==> src/rtl/core/qs_pkg.sv <==
// shared constants and the arctangent table for the slerp datapath
package qs_pkg;

    localparam int FRAC_BITS    = 14;
    localparam int DOT_SH       = 30 - 2 * FRAC_BITS;
    localparam int CORDIC_STEPS = 30;
    localparam int XY_W         = 34;
    localparam int Q30_W        = 31;

    localparam logic [Q30_W-1:0] Q30_ONE         = 31'h4000_0000;
    localparam logic [XY_W-1:0]  CORDIC_GAIN_INV = 34'h026DD3B6A;

    function automatic logic [31:0] atan_q30(input int idx);
        case (idx)
            0:       return 32'h3243F6A8;
            1:       return 32'h1DAC6705;
            2:       return 32'h0FADBAFC;
            3:       return 32'h07F56EA6;
            4:       return 32'h03FEAB76;
            5:       return 32'h01FFD55B;
            6:       return 32'h00FFFAAA;
            7:       return 32'h007FFF55;
            8:       return 32'h003FFFEA;
            9:       return 32'h001FFFFD;
            10:      return 32'h000FFFFF;
            11:      return 32'h0007FFFF;
            12:      return 32'h0003FFFF;
            13:      return 32'h0001FFFF;
            14:      return 32'h0000FFFF;
            15:      return 32'h00007FFF;
            16:      return 32'h00003FFF;
            17:      return 32'h00001FFF;
            18:      return 32'h00000FFF;
            19:      return 32'h000007FF;
            20:      return 32'h000003FF;
            21:      return 32'h000001FF;
            22:      return 32'h000000FF;
            23:      return 32'h0000007F;
            24:      return 32'h0000003F;
            25:      return 32'h0000001F;
            26:      return 32'h0000000F;
            27:      return 32'h00000008;
            28:      return 32'h00000004;
            29:      return 32'h00000002;
            default: return 32'h00000000;
        endcase
    endfunction

endpackage

==> src/rtl/core/qs_isqrt.sv <==
// pipelined integer square root, one result bit per stage
module qs_isqrt #(
    parameter int IN_W = 62,
    parameter int SB_W = 1
) (
    input  logic                aclk,
    input  logic                aresetn,
    input  logic                en,
    input  logic                in_valid,
    input  logic [IN_W-1:0]     in_rad,
    input  logic [SB_W-1:0]     in_sb,
    output logic                out_valid,
    output logic [IN_W/2-1:0]   out_root,
    output logic [SB_W-1:0]     out_sb
);
    import qs_pkg::*;

    localparam int N  = IN_W / 2;
    localparam int RW = IN_W + 1;

    logic [IN_W-1:0] rem_reg [0:N-1];
    logic [RW-1:0]   res_reg [0:N-1];
    logic            vld_reg [0:N-1];
    logic [SB_W-1:0] sb_reg  [0:N-1];

    for (genvar s = 0; s < N; s++) begin : g_stage
        logic [IN_W-1:0] rem_in, rem_next;
        logic [RW-1:0]   res_in, res_next, bit_v, trial;
        logic            v_in;
        logic [SB_W-1:0] sb_in_s;

        if (s == 0) begin : g_first
            assign rem_in  = in_rad;
            assign res_in  = '0;
            assign v_in    = in_valid;
            assign sb_in_s = in_sb;
        end else begin : g_mid
            assign rem_in  = rem_reg[s-1];
            assign res_in  = res_reg[s-1];
            assign v_in    = vld_reg[s-1];
            assign sb_in_s = sb_reg[s-1];
        end

        always_comb begin
            bit_v = RW'(1) << (IN_W - 2 - 2 * s);
            trial = res_in + bit_v;
            if ({1'b0, rem_in} >= trial) begin
                rem_next = rem_in - trial[IN_W-1:0];
                res_next = (res_in >> 1) + bit_v;
            end else begin
                rem_next = rem_in;
                res_next = res_in >> 1;
            end
        end

        always_ff @(posedge aclk) begin
            if (!aresetn) begin
                vld_reg[s] <= 1'b0;
            end else if (en) begin
                vld_reg[s] <= v_in;
            end
        end

        always_ff @(posedge aclk) begin
            if (en) begin
                rem_reg[s] <= rem_next;
                res_reg[s] <= res_next;
                sb_reg[s]  <= sb_in_s;
            end
        end
    end

    assign out_valid = vld_reg[N-1];
    assign out_root  = res_reg[N-1][N-1:0];
    assign out_sb    = sb_reg[N-1];

endmodule

==> config.mk <==
export PLATFORM = sky130hd
export DESIGN_NAME = qs_isqrt
export DESIGN_NICKNAME = d
export VERILOG_FILES = /design/src/rtl/core/qs_pkg.sv /design/src/rtl/core/qs_isqrt.sv
export SDC_FILE = /design/constraint.sdc
export NUM_CORES = 2
export LEC_CHECK = 0
export BUFFER_PORTS_ARGS = -buffer_cell sky130_fd_sc_hd__buf_2
export CAP_MARGIN = 20
export CORE_ASPECT_RATIO = 0.9
export CORE_MARGIN = 4
export CORE_UTILIZATION = 55
export DETAILED_ROUTE_END_ITERATION = 8
export PLACE_DENSITY_LB_ADDON = 0.3
export SYNTH_ARGS = -nofsm -noshare
export SYNTH_HDL_FRONTEND = slang
export SYNTH_SLANG_ARGS = --single-unit
==> constraint.sdc <==
create_clock -name aclk -period 4.6 [get_ports aclk]
set_input_delay 0.46 -clock aclk [delete_from_list [all_inputs] [get_ports aclk]]
set_output_delay 0.46 -clock aclk [all_outputs]
set_load 0.05 [all_outputs]
==> flow_summary.yaml <==
cts:
  clk_path_buf_depth: 3
  htree_levels: 4
  clk_pin_slew_ps: 70
  cts_tree: "built"
  ctsResizeCount: 0
  clk_latency_ps: 910
  cts.sinks: 2418
  cts_root_buf: "clkbuf_16"
  numCtsBuffers: 236
floorplan:
  core_area_um2: 206000
  die-area_um2: 215000
  rows: 158
  io_pins: 100
  initial_core_util: 0.554
  die_h_um: 441
  die_w_um: 489
global_route:
  track_usage: 0.255
  first_global_vias: 70200
  grt_pass1_wl_mm: 421
  antenna_found_initial: 17
  grt_max_degree: 183
  overflow: 0
placed_design:
  hpwl_mm: 206
  gp_congestion: 0.953
  portBuffers: 99
final_layout:
  drive_above_1_share: 0.0762
  nets: 9895
  seqCellArea_um2: 72600
  layout_commonest_cell: "edfxtp_1"
  largest_register_ff_count: 1860
  fill_cells: 15600
  final_cell_mix: "edfxtp_1 (2417), inv_1 (636), nand2_1 (573)"
  multi_input_area_um2: 38800
  syn2layout_area_growth_pct: 11.5
synthesis:
  yosys_register_bits: 2418
  synth_compound_area_frac: 0.0902
  syn_inst: 8973
  synth-xor-area-share: 0.0622
  synth_area_um2: 114000
  synth-adder-area-share: 0.0574
  synth.yosys.warnings: 0
  synth_top_family_by_area: "simple AND/OR/NAND/NOR gates"
  ys.flop_type: "edfxtp_1"
  synth_nets: 9565
  yosysUniqueCellTypes: 91
  synth_simple_gate_area_frac: 0.119
  synthArstFlopShare: 0
  synth_edf_count: 2417
  syn_area_per_cell_um2: 12.7
  ys_seq_area_frac: 0.635
  synth_mux_area_frac: 0.00926
sta:
  clock_skew_ps: 83.7
  min_period_ps: 4420
  worst_slew_pin_slew_ps: 1090
  slew_viol_final: 0
  hold_viol: 0
  rsz0062_at_grt: "false"
  final.period_utilization: 0.961
  holdWs_ps: 267
  setup_viol: 0
  relSlewSlack: 0.272
  fmax_ghz: 0.226
  fin_tns_setup_ps: 0
power_and_ir_drop:
  leakagePower_nw: 47.9
  comb_power_share: 0.206
  swShare: 0.298
  p_int_w: 0.0444
  switching_power_w: 0.0188
  peakVddDrop_mv: 0.423
  pwr-share-seq: 0.479
  p_clk_frac: 0.315
  powerDensity_nw_per_um2: 496
worst_setup_path:
  crit_fanout: 53
  required_ps: 5120
  critPathMaxStageDelay_ps: 870
  cp.arrival_ps: 4940
  cp_cell_sequence: "inv_1 > ha_1 > nand3_1 > nor3_1 > buf_4 > o21ai_0 > nand3_1 > o21ai_0 > o31a_1 > o31a_2 > buf_4 > o31ai_1"
  endpoint_kind: "register"
  critPathKind: "register to register"
  setup.worst_path.start_class: "register"
  cp_slowest_cell: "o31ai_1"
detailed_routing:
  drtPass1Iterations: 6
  postRouteAntennaNets: 0
  wl_per_cell_um: 22.7
  vias_per_cell: 6.03
  remaining_drc_errors: 0
  wl_mm: 278
  vias: 73700
  drt_iter0_drc: 8642
hold_path:
  hp-class: "input port to register"
outcome:
  run_status: "finished clean"
job:
  drv_cap: 0
==> power by group through the flow <==
stage | combinational [W] | sequential (W) | clock (W)
final | 0.0130 | 0.0303 | 0.0199
after global routing | 0.0143 | 0.0305 | 0.0213
after CTS | 0.0128 | 0.0302 | 0.0202
after detailed placement | 0.0126 | 0.0306 | 0
after global placement | 0.0124 | 0.0306 | 0
after floorplan | 0.00909 | 0.0295 | 0
==> area by class of cell <==
type                    count  share of cell area
well taps                2720              0.0267
diodes                      3           0.0000589
clock buffers             260              0.0470
multi-input cells        5743               0.304
inverters                 638              0.0188
flip-flops and latches   2418               0.569
clock inverters           179              0.0166
repair buffers            266              0.0173
==> timing repair <==
item                                   4_1_cts  5_1_grt
hold buffers                                66        0
setup buffers                                0        0
endpoints found under the hold margin       66        0
==> logic make-up after synthesis <==
group,count (synthesis)
simple gates,2629
buf+inv,812
flops,2418
mux,96
xor+xnor,813
compound gates,1680
fa+ha+maj,525
==> routing by layer <==
metal  vias up  wire length [um]  global-route usage
met5         -                13                   0
met4         2              5830              0.0576
met3       373             26900              0.0575
li1      34300                 -                   -
met2      2975            117000               0.370
met1     36000            128000               0.394
==> metrics by stage <==
step / utilization / setup WS (ps) / power [W] / std cells / cell area, um^2
finish: 0.618 / 179 / 0.0633 / 12200 / 128000
global route: 0.618 / 30.3 / 0.0661 / 12200 / 128000
CTS: 0.618 / 294 / 0.0632 / 12200 / 128000
detailed placement: 0.575 / 329 / 0.0432 / 11700 / 119000
global placement: 0.575 / 339 / 0.0430 / 11700 / 119000
floorplan: - / 829 / 0.0385 / 8973 / 114000
==> final timing paths <==
| path | startpoint | to | slack [ps] | cells after the start |
|---|---|---|---|---|
| setup / recovery | res_reg[1][644] | rem_reg[1][702] | 180 | 12 |
| hold / removal | in_rad[53] | rem_reg[0][53] | 270 | 2 |
| setup reg to reg | res_reg[1][644] | rem_reg[1][702] | 180 | 12 |
| hold reg to reg | res_reg[1][333] | res_reg[1][395] | 420 | 0 |
==> worst max-delay path, delay by kind of cell (launching register included) <==
kind	cells	cell delay (ps)
and+or+nand+nor	3	560
adders and majority gates	1	370
DFF	1	420
buffers and inverters	3	570
AOI/OAI and AO/OA	5	2140
==> cells in the mapped netlist, types with 14 or more instances <==
library cell	number	area [um^2]
clkbuf_1	156	586
a21boi_0	20	150
nor3_1	238	1190
nor2b_1	72	450
nor4_1	308	1930
a21o_1	233	1750
a211oi_1	44	330
inv_1	636	2390
xnor2_1	437	3830
edfxtp_1	2417	72600
o21bai_1	33	248
nand4_1	145	907
nand2_1	573	2150
or3_1	81	507
nand3_1	150	751
o211ai_1	32	240
nand4b_1	20	175
nand2b_1	125	782
o31ai_1	34	255
o41ai_1	14	123
mux2_2	79	890
o21a_1	86	646
o21ai_0	458	2290
or2_2	31	194
nor2_1	556	2090
and3_1	77	482
a21oi_1	523	2620
nor4b_1	43	377
mux2i_1	17	170
xor2_1	376	3290
nand3b_1	30	225
nor3b_1	18	135
o31a_1	15	131
or4_1	73	548
and2_1	28	175
ha_1	525	6570
a31oi_1	51	319
Power figures use the tool's default switching activity.
